==> src/sv/kens_pkg.sv <==
// ----------------------------------------------------------------------------
// kens_pkg
// Types and constants shared by the Newton-Raphson solver of the equation
// M = E - e*sin(E) and its arithmetic units.
// ----------------------------------------------------------------------------
package kens_pkg;

  // Q4.28 fixed point
  localparam int FRAC_W = 28;
  localparam logic signed [31:0] ONE     = 32'sd268435456;
  localparam logic signed [31:0] PI      = 32'sd843314857;
  localparam logic signed [31:0] HALF_PI = 32'sd421657428;
  localparam logic signed [31:0] TWO_PI  = 32'sd1686629713;
  localparam logic [33:0]        TWO_PI2 = 34'd3373259426;

  // serial divider widths: |f| << 28 over df
  localparam int DVD_W = 61;
  localparam int DVS_W = 29;
  localparam int DCNT_W = 6;

  // series steps: sine k = 8..1, then cosine k = 9..1
  localparam int HN = 17;
  localparam logic [4:0] H_SIN_LAST = 5'd7;
  localparam logic [4:0] H_COS_LAST = 5'd16;

  // register indexes on the configuration port
  localparam logic REG_ECC = 1'b0;
  localparam logic REG_TOL = 1'b1;

  // series divisor of one step
  function automatic logic [8:0] hdiv(input logic [4:0] idx);
    logic [8:0] d;
    unique case (idx)
      5'd0:  d = 9'd272;
      5'd1:  d = 9'd210;
      5'd2:  d = 9'd156;
      5'd3:  d = 9'd110;
      5'd4:  d = 9'd72;
      5'd5:  d = 9'd42;
      5'd6:  d = 9'd20;
      5'd7:  d = 9'd6;
      5'd8:  d = 9'd306;
      5'd9:  d = 9'd240;
      5'd10: d = 9'd182;
      5'd11: d = 9'd132;
      5'd12: d = 9'd90;
      5'd13: d = 9'd56;
      5'd14: d = 9'd30;
      5'd15: d = 9'd12;
      5'd16: d = 9'd2;
      default: d = 9'd1;
    endcase
    return d;
  endfunction

  // floor(2^32 / divisor) of one step
  function automatic logic [31:0] hrecip(input logic [4:0] idx);
    logic [31:0] r;
    unique case (idx)
      5'd0:  r = 32'd15790320;
      5'd1:  r = 32'd20452225;
      5'd2:  r = 32'd27531841;
      5'd3:  r = 32'd39045157;
      5'd4:  r = 32'd59652323;
      5'd5:  r = 32'd102261126;
      5'd6:  r = 32'd214748364;
      5'd7:  r = 32'd715827882;
      5'd8:  r = 32'd14035840;
      5'd9:  r = 32'd17895697;
      5'd10: r = 32'd23598721;
      5'd11: r = 32'd32537631;
      5'd12: r = 32'd47721858;
      5'd13: r = 32'd76695844;
      5'd14: r = 32'd143165576;
      5'd15: r = 32'd357913941;
      5'd16: r = 32'd2147483648;
      default: r = 32'd0;
    endcase
    return r;
  endfunction

  // angle plus two turns, always positive
  function automatic logic [32:0] red_init(input logic signed [31:0] a);
    logic signed [33:0] s;
    s = 34'(a) + $signed(TWO_PI2);
    return s[32:0];
  endfunction

endpackage

==> src/sv/kens_mul.sv <==
// ----------------------------------------------------------------------------
// kens_mul
// Shared 32x32 unsigned multiplier with a registered product.
// ----------------------------------------------------------------------------
module kens_mul (
  input  logic        clk,
  input  logic [31:0] a,
  input  logic [31:0] b,
  output logic [63:0] prod
);

  logic [63:0] prod_r;

  // register every product
  always_ff @(posedge clk) begin
    prod_r <= 64'(a) * 64'(b);
  end

  assign prod = prod_r;

endmodule

==> src/sv/kens_div.sv <==
// ----------------------------------------------------------------------------
// kens_div
// Restoring serial divider, one quotient bit per cycle.
// ----------------------------------------------------------------------------
module kens_div (
  input  logic                         clk,
  input  logic                         rst_n,
  input  logic                         start,
  input  logic [kens_pkg::DVD_W-1:0]   dividend,
  input  logic [kens_pkg::DVS_W-1:0]   divisor,
  output logic                         done,
  output logic [kens_pkg::DVD_W-1:0]   quotient
);

  logic [kens_pkg::DVD_W-1:0]  quo_r;
  logic [kens_pkg::DVS_W-1:0]  rem_r;
  logic [kens_pkg::DVS_W-1:0]  dvs_r;
  logic [kens_pkg::DCNT_W-1:0] cnt_r;
  logic                        run_r;
  logic                        done_r;
  logic [kens_pkg::DVS_W:0]    shl;
  logic [kens_pkg::DVS_W:0]    diff;
  logic                        ge;

  // trial subtract of the shifted remainder
  always_comb begin
    shl  = {rem_r, quo_r[kens_pkg::DVD_W-1]};
    ge   = shl >= {1'b0, dvs_r};
    diff = shl - {1'b0, dvs_r};
  end

  // advance one bit per cycle
  always_ff @(posedge clk) begin
    if (!rst_n) begin
      run_r  <= 1'b0;
      done_r <= 1'b0;
      cnt_r  <= '0;
    end else begin
      done_r <= 1'b0;
      if (start) begin
        quo_r <= dividend;
        rem_r <= '0;
        dvs_r <= divisor;
        cnt_r <= '0;
        run_r <= 1'b1;
      end else if (run_r) begin
        quo_r <= {quo_r[kens_pkg::DVD_W-2:0], ge};
        rem_r <= ge ? diff[kens_pkg::DVS_W-1:0] : shl[kens_pkg::DVS_W-1:0];
        cnt_r <= cnt_r + 1'b1;
        if (cnt_r == kens_pkg::DCNT_W'(kens_pkg::DVD_W - 1)) begin
          run_r  <= 1'b0;
          done_r <= 1'b1;
        end
      end
    end
  end

  assign done     = done_r;
  assign quotient = quo_r;

endmodule

==> src/sv/kepler_equation_newton_solver_unit.sv <==
// ----------------------------------------------------------------------------
// kepler_equation_newton_solver_unit
// Newton-Raphson solver for E in M = E - e*sin(E), signed Q4.28 angles.
// ----------------------------------------------------------------------------
// Each Newton step runs the series sin/cos on the shared multiplier
//   (states HM1 to HM4 per term), then the serial divide; a word takes
//   from one to MAX_ITERATIONS Newton steps.
// Throughput: one word at a time; busy stays high until out_valid pulses.
// Reset: synchronous, active low; eccentricity clears to 0, tolerance to 1.
// The result is shown for one cycle and cannot be stalled.
module kepler_equation_newton_solver_unit #(
  parameter int MAX_ITERATIONS = 50
) (
  input  logic               clk,
  input  logic               rst_n,
  input  logic               psel,
  input  logic               penable,
  input  logic               pwrite,
  input  logic [2:0]         paddr,
  input  logic [31:0]        pwdata,
  output logic [31:0]        prdata,
  output logic               pready,
  input  logic               start,
  input  logic [30:0]        in_mean_anomaly,
  output logic               busy,
  output logic               out_valid,
  output logic signed [31:0] out_eccentric_anomaly,
  output logic               out_converged,
  output logic [5:0]         out_iterations_used
);

  localparam int IW = $clog2(MAX_ITERATIONS + 1);

  typedef enum logic [3:0] {
    ST_IDLE, ST_RED, ST_FOLD, ST_SQ, ST_SQW, ST_HM1, ST_HM2, ST_HM3, ST_HM4,
    ST_SM, ST_E1, ST_E2, ST_DF, ST_DV
  } state_t;

  state_t             state_r;
  logic [27:0]        ecc_r;
  logic [20:0]        tol_r;
  logic [30:0]        m_r;
  logic signed [31:0] ea_r;
  logic [IW-1:0]      iter_r;
  logic [32:0]        red_r;
  logic [28:0]        r_mag_r;
  logic               r_neg_r;
  logic               cneg_r;
  logic [29:0]        x2_r;
  logic signed [31:0] t_r;
  logic signed [31:0] t_sin_r;
  logic [4:0]         hk_r;
  logic [29:0]        p_r;
  logic [29:0]        q0_r;
  logic               s_neg_r;
  logic               c_neg_r;
  logic signed [34:0] f_r;
  logic               out_valid_r;
  logic signed [31:0] out_ea_r;
  logic               out_conv_r;
  logic [5:0]         out_iter_r;

  logic [31:0]        mul_a;
  logic [31:0]        mul_b;
  logic [63:0]        mul_p;
  logic               div_start;
  logic [kens_pkg::DVD_W-1:0] div_dvd;
  logic [kens_pkg::DVS_W-1:0] div_dvs;
  logic               div_done;
  logic [kens_pkg::DVD_W-1:0] div_q;

  logic               cfg_wr;
  logic               accept;
  logic [28:0]        t_mag;
  logic signed [31:0] r_w;
  logic signed [31:0] r_f;
  logic               cn_w;
  logic [31:0]        rem_w;
  logic [29:0]        qh_w;
  logic signed [31:0] t_new;
  logic signed [34:0] es_x;
  logic signed [34:0] f_w;
  logic signed [30:0] ec_x;
  logic signed [30:0] df_w;
  logic [32:0]        f_mag;
  logic signed [62:0] dx_w;
  logic signed [62:0] ea_s;
  logic signed [31:0] ea_new;
  logic               conv_w;

  kens_mul u_mul (
    .clk  (clk),
    .a    (mul_a),
    .b    (mul_b),
    .prod (mul_p)
  );

  kens_div u_div (
    .clk      (clk),
    .rst_n    (rst_n),
    .start    (div_start),
    .dividend (div_dvd),
    .divisor  (div_dvs),
    .done     (div_done),
    .quotient (div_q)
  );

  assign cfg_wr = psel & penable & pwrite & pready;
  assign accept = start & ~busy;
  assign pready = 1'b1;
  assign prdata = (paddr[2] == kens_pkg::REG_TOL) ? 32'(tol_r) : 32'(ecc_r);
  assign busy   = state_r != ST_IDLE;

  // angle reduction, series step and Newton update datapath
  always_comb begin
    t_mag = t_r[31] ? 29'(-t_r) : t_r[28:0];

    // fold into [-pi/2, pi/2]
    r_w  = $signed(32'(red_r));
    cn_w = 1'b0;
    if (r_w > kens_pkg::PI) r_w = r_w - kens_pkg::TWO_PI;
    if (r_w > kens_pkg::HALF_PI) begin
      r_f  = kens_pkg::PI - r_w;
      cn_w = 1'b1;
    end else if (r_w < -kens_pkg::HALF_PI) begin
      r_f  = -kens_pkg::PI - r_w;
      cn_w = 1'b1;
    end else begin
      r_f = r_w;
    end

    // correct the reciprocal quotient by one
    rem_w = 32'(p_r) - mul_p[31:0];
    qh_w  = (rem_w >= 32'(kens_pkg::hdiv(hk_r))) ? q0_r + 1'b1 : q0_r;
    t_new = t_r[31] ? kens_pkg::ONE + $signed({2'b00, qh_w})
                    : kens_pkg::ONE - $signed({2'b00, qh_w});

    // f = E - e*sin(E) - M
    es_x = $signed({5'b0, mul_p[57:28]});
    if (s_neg_r) es_x = -es_x;
    f_w  = 35'(ea_r) - es_x - $signed({4'b0, m_r});

    // df = 1 - e*cos(E), at least one lsb
    ec_x = $signed({1'b0, mul_p[57:28]});
    if (c_neg_r) ec_x = -ec_x;
    df_w = 31'(kens_pkg::ONE) - ec_x;
    f_mag = f_r[34] ? 33'(-f_r) : f_r[32:0];

    // Newton update with saturation
    dx_w   = $signed({2'b00, div_q});
    if (f_r[34]) dx_w = -dx_w;
    ea_s   = 63'(ea_r) - dx_w;
    if (ea_s > 63'sd2147483647) ea_new = 32'sh7fffffff;
    else if (ea_s < -63'sd2147483648) ea_new = 32'sh80000000;
    else ea_new = ea_s[31:0];
    conv_w = div_q < kens_pkg::DVD_W'(tol_r);
  end

  // steer the shared multiplier
  always_comb begin
    mul_a = '0;
    mul_b = '0;
    unique case (state_r)
      ST_SQ: begin
        mul_a = 32'(r_mag_r);
        mul_b = 32'(r_mag_r);
      end
      ST_HM1: begin
        mul_a = 32'(x2_r);
        mul_b = 32'(t_mag);
      end
      ST_HM2: begin
        mul_a = 32'(mul_p[57:28]);
        mul_b = kens_pkg::hrecip(hk_r);
      end
      ST_HM3: begin
        mul_a = 32'(mul_p[61:32]);
        mul_b = 32'(kens_pkg::hdiv(hk_r));
      end
      ST_SM: begin
        mul_a = 32'(r_mag_r);
        mul_b = t_sin_r[31] ? 32'(-t_sin_r) : 32'(t_sin_r);
      end
      ST_E1: begin
        mul_a = 32'(ecc_r);
        mul_b = 32'(mul_p[57:28]);
      end
      ST_E2: begin
        mul_a = 32'(ecc_r);
        mul_b = 32'(t_mag);
      end
      default: begin
        mul_a = '0;
        mul_b = '0;
      end
    endcase
  end

  assign div_start = state_r == ST_DF;
  assign div_dvd   = {f_mag, 28'b0};
  assign div_dvs   = (df_w < 31'sd1) ? kens_pkg::DVS_W'(1) : df_w[28:0];

  // sequencer and registered outputs
  always_ff @(posedge clk) begin
    if (!rst_n) begin
      state_r     <= ST_IDLE;
      ecc_r       <= '0;
      tol_r       <= 21'd1;
      out_valid_r <= 1'b0;
    end else begin
      out_valid_r <= 1'b0;
      if (cfg_wr) begin
        if (paddr[2] == kens_pkg::REG_ECC) ecc_r <= pwdata[27:0];
        else tol_r <= pwdata[20:0];
      end
      unique case (state_r)
        ST_IDLE: begin
          if (accept) begin
            m_r     <= in_mean_anomaly;
            ea_r    <= $signed({1'b0, in_mean_anomaly});
            red_r   <= kens_pkg::red_init($signed({1'b0, in_mean_anomaly}));
            iter_r  <= '0;
            state_r <= ST_RED;
          end
        end
        ST_RED: begin
          if (red_r >= 33'(kens_pkg::TWO_PI)) red_r <= red_r - 33'(kens_pkg::TWO_PI);
          else state_r <= ST_FOLD;
        end
        ST_FOLD: begin
          r_neg_r <= r_f[31];
          r_mag_r <= r_f[31] ? 29'(-r_f) : r_f[28:0];
          cneg_r  <= cn_w;
          state_r <= ST_SQ;
        end
        ST_SQ: state_r <= ST_SQW;
        ST_SQW: begin
          x2_r    <= mul_p[57:28];
          t_r     <= kens_pkg::ONE;
          hk_r    <= '0;
          state_r <= ST_HM1;
        end
        ST_HM1: state_r <= ST_HM2;
        ST_HM2: begin
          p_r     <= mul_p[57:28];
          state_r <= ST_HM3;
        end
        ST_HM3: begin
          q0_r    <= mul_p[61:32];
          state_r <= ST_HM4;
        end
        ST_HM4: begin
          hk_r <= hk_r + 1'b1;
          if (hk_r == kens_pkg::H_SIN_LAST) begin
            t_sin_r <= t_new;
            t_r     <= kens_pkg::ONE;
            state_r <= ST_HM1;
          end else if (hk_r == kens_pkg::H_COS_LAST) begin
            t_r     <= t_new;
            state_r <= ST_SM;
          end else begin
            t_r     <= t_new;
            state_r <= ST_HM1;
          end
        end
        ST_SM: state_r <= ST_E1;
        ST_E1: begin
          s_neg_r <= t_sin_r[31] ^ r_neg_r;
          state_r <= ST_E2;
        end
        ST_E2: begin
          f_r     <= f_w;
          c_neg_r <= cneg_r ^ t_r[31];
          state_r <= ST_DF;
        end
        ST_DF: state_r <= ST_DV;
        ST_DV: begin
          if (div_done) begin
            ea_r   <= ea_new;
            iter_r <= iter_r + 1'b1;
            if (conv_w || iter_r == IW'(MAX_ITERATIONS - 1)) begin
              out_valid_r <= 1'b1;
              out_ea_r    <= ea_new;
              out_conv_r  <= conv_w;
              out_iter_r  <= 6'(iter_r + 1'b1);
              state_r     <= ST_IDLE;
            end else begin
              red_r   <= kens_pkg::red_init(ea_new);
              state_r <= ST_RED;
            end
          end
        end
        default: state_r <= ST_IDLE;
      endcase
    end
  end

  assign out_valid             = out_valid_r;
  assign out_eccentric_anomaly = out_ea_r;
  assign out_converged         = out_conv_r;
  assign out_iterations_used   = out_iter_r;

endmodule
==> config.mk <==
export PLATFORM = sky130hd
export DESIGN_NAME = kepler_equation_newton_solver_unit
export DESIGN_NICKNAME = d
export VERILOG_FILES = /design/src/sv/kens_pkg.sv /design/src/sv/kens_mul.sv /design/src/sv/kens_div.sv /design/src/sv/kepler_equation_newton_solver_unit.sv
export SDC_FILE = /design/constraint.sdc
export NUM_CORES = 2
export LEC_CHECK = 0
export BUFFER_PORTS_ARGS = -buffer_cell sky130_fd_sc_hd__buf_4
export CAP_MARGIN = 30
export CORE_MARGIN = 1.5
export CORE_UTILIZATION = 45
export CTS_CLUSTER_SIZE = 28
export DETAILED_ROUTE_END_ITERATION = 8
export MAX_ROUTING_LAYER = met4
export PLACE_DENSITY_LB_ADDON = 0.12
export SLEW_MARGIN = 40
export SYNTH_ARGS = -nofsm -noshare
export SYNTH_HDL_FRONTEND = slang
export SYNTH_SLANG_ARGS = --single-unit
export TNS_END_PERCENT = 10
==> constraint.sdc <==
create_clock -name clk -period 12 [get_ports clk]
set_input_delay 2.4 -clock clk [delete_from_list [all_inputs] [get_ports clk]]
set_output_delay 2.4 -clock clk [all_outputs]
set_load 0.01 [all_outputs]
==> run summary <==
Starting Density = 45.3%
Dpl cell area = 83100 sq um
Area share of the largest cell type after synthesis = 22.1%
Fin crit share = 95.7%
Footprint of the multi-input gates = 55000 sq um
Num Clock Sinks = 648
Synth cell count leaders = nand2_1, inv_1, fa_1
Final number of setup-violating endpoints = 0
Num CTS Buffers = 75
Cts hold-fix bufs = 0
Post-synthesis xor/xnor area fraction = 6.84%
Crit path launch = t_sin_r[2]
Worst-path clk slew = 0.06 ns
Drt drc = 1
Worst slew pin tran = 0.928 ns
Htree depth = 3
Main flop type after synthesis = edfxtp_1
Slowest stage delay, CP = 0.61 ns
Total Nets Final = 10.5k
Worst min path class = reg2reg
Reg2Reg Launch Point = t_sin_r[2]
Async set-reset flop share out of synthesis = 0%
Via/cell ratio = 5.79
Via count = 66.5k
Worst slew margin = 37.7%
Seq/Total Area, Yosys = 22.6%
Slowest CP cell = fa_1
YS warnings = 0
Worst setup EP type = register
Largest family of logic cells by synthesized area = adder cells
Pwr per Cell Area = 169 nW/um^2
# Max-Cap Violations = 0
Placer's final routability congestion estimate = 0.967
FP Rows = 153
FF/Latch Area = 17800 sq um
Status = finished with violations
Die area = 178000 sq um
Worst setup SP type = register
Clk root buf = clkbuf_16
Logic pwr share = 61.1%
Critical path arrival = 12.07 ns
Die height = 421 microns
GRT Overall Usage = 32.5%
Max VDD drop = 0.000172 V
Layout area overhead = 8.79%
# port buffers = 134
Mux cell area share after synthesis = 0.947%
Post-DP HPWL = 230000 microns
Fin crit period = 11.49 ns
Initial antenna violation count = 9
Mean post-synth cell area = 8.66 sq um
Routed Antenna Nets = 0
CTS tree = done
Hold WS = 0.484 ns
Cell mode on critical path = fa_1
Final core occ = 49.3%
Complex-gate fraction of the synthesized area = 13.8%
Hold Path Origin = tol_r[10]
Vias in the first global route = 66.1k
Worst Skew = 0.0309 ns
Final hold violation count = 0
Skew-Pair Late Insertion Delay = 0.68 ns
Max clock buf depth = 3
Yosys top cell by area = fa_1
CP Max Fanout = 7
P_sw = 7.00 mW
TritonRoute pass-1 iters = 9
Chip width = 421 microns
Leakage power = 37.5 nW
WS Path Type = reg2reg
Clk pwr share = 16.3%
Unique cell type count in the Yosys netlist = 106
Yosys reg bits = 648
Int Power = 7.49 mW
Reg power frac = 22.7%
Drt wl/cell = 24.6 microns
Design area = 85700 sq um
Failing checks = design-rule violations
Total grt overflow = 0
Final slew viol count = 0
Core Area = 174000 sq um
Num ports = 146
Switching Share = 48.3%
Post-Synth Simple-Gate Area = 18.0%
Mapped cell area = 78800 sq um
RSZ-0062 raised after global routing = yes
First-pass GRT wire length = 425000 microns
Fillers = 16.8k
Worst EP required = 12.58 ns
Post-Syn Instances = 9095
Share of layout cells above drive strength 1 = 7.47%
Fmax = 0.0871 GHz
Area contributors post-synth = fa_1, edfxtp_1, ha_1, nand2_1, inv_1
Pin count of the biggest net entering global routing = 76
Initial DRC count = 5981
Most frequent cell after synthesis = nand2_1
Post-synth EDFFs = 484
Final wirelength = 282000 microns
Adder-Cell Fraction of Synth Area = 29.7%
-- flip-flops by register name (all words and copies together) (netlist names), 30 cells and up, named ones only --
register               flops
f_r                       34
red_r                     33
q0_r                      30
p_r                       30
m_r                       31
t_r                       30
x2_r                      30
out_eccentric_anomaly     32
u_mul.prod                62
ea_r                      32
u_div.quotient            61
t_sin_r                   32
-- final cells by class --
cell class	instances	share of cell area [%]
sequential	648	20.8
clock inverter	45	0.480
multi-input combinational	6768	64.2
clock buffer	92	2.39
inverter	1206	5.28
tap	2325	3.39
timing repair buffer	385	3.44
antenna	7	0.0204
-- final timing paths --
kind	endpoint	slack, ns	depth (start not counted)
setup reg to reg	u_mul.prod[59]	0.51	37
hold reg to reg	tol_r[10]	0.48	2
hold / removal	tol_r[10]	0.48	2
setup / recovery	u_mul.prod[59]	0.51	37
-- cell usage in the layout (no fill, tap or decap), types with 99 or more instances in the layout --
cell	n
o21ai_0	306
a21oi_1	330
inv_1	1201
xor2_1	290
nor3_1	116
nand3_1	146
ha_1	476
a21o_1	116
buf_4	372
fa_1	870
nand2_1	1255
nor2b_1	99
edfxtp_1	484
nor2_1	854
xnor2_1	322
dfxtp_1	163
-- metrics by stage --
stage	setup TNS [ns]	total power, mW	worst slack, ns	std cells
after floorplan	0	9.33	0.760	9099
after global placement	0	11.9	0.0244	11300
after detailed placement	0	12.0	0.0450	11300
after CTS	0	14.5	0.0648	11500
after global routing	-0.0154	15.4	-0.0154	11500
final	0	14.5	0.514	11500
-- logic make-up after synthesis --
family,Yosys count
xor+xnor,614
fa+ha+maj,1346
flops,648
buf+inv,1683
simple gates,3123
other cells,2
mux,71
compound gates,1608
-- worst max-delay path: cells and delay by family, from the launching register on --
| family | cells | cell delay, ns |
|---|---|---|
| buf+inv | 5 | 0.44 |
| xor+xnor | 2 | 0.33 |
| compound gates | 13 | 3.23 |
| simple gates | 8 | 2.44 |
| flops | 1 | 0.42 |
| fa+ha+maj | 9 | 4.55 |
-- routing by layer --
metal  vias up  GRT usage [%]  share of wire [%]
met5         -              -                  0
met4         0           15.9                5.8
met3       567           3.61                5.8
met2      2379           52.7                 47
met1     33200           40.6                 41
li1      30300              -                  -
-- what timing repair did --
action / CTS / global route
resized for setup: 1 / 11
endpoints found under the setup margin: 2 / 9
buffers inserted: 0 / 2
cloned: 0 / 0
-- power groups by stage --
stage / logic, mW / registers, mW / clock network [mW]
after floorplan: 6.20 / 3.13 / 0
after global placement: 8.62 / 3.32 / 0
after detailed placement: 8.71 / 3.32 / 0
after CTS: 8.78 / 3.27 / 2.40
after global routing: 9.63 / 3.30 / 2.47
final: 8.85 / 3.29 / 2.36
(Power assumes the default switching activity.)
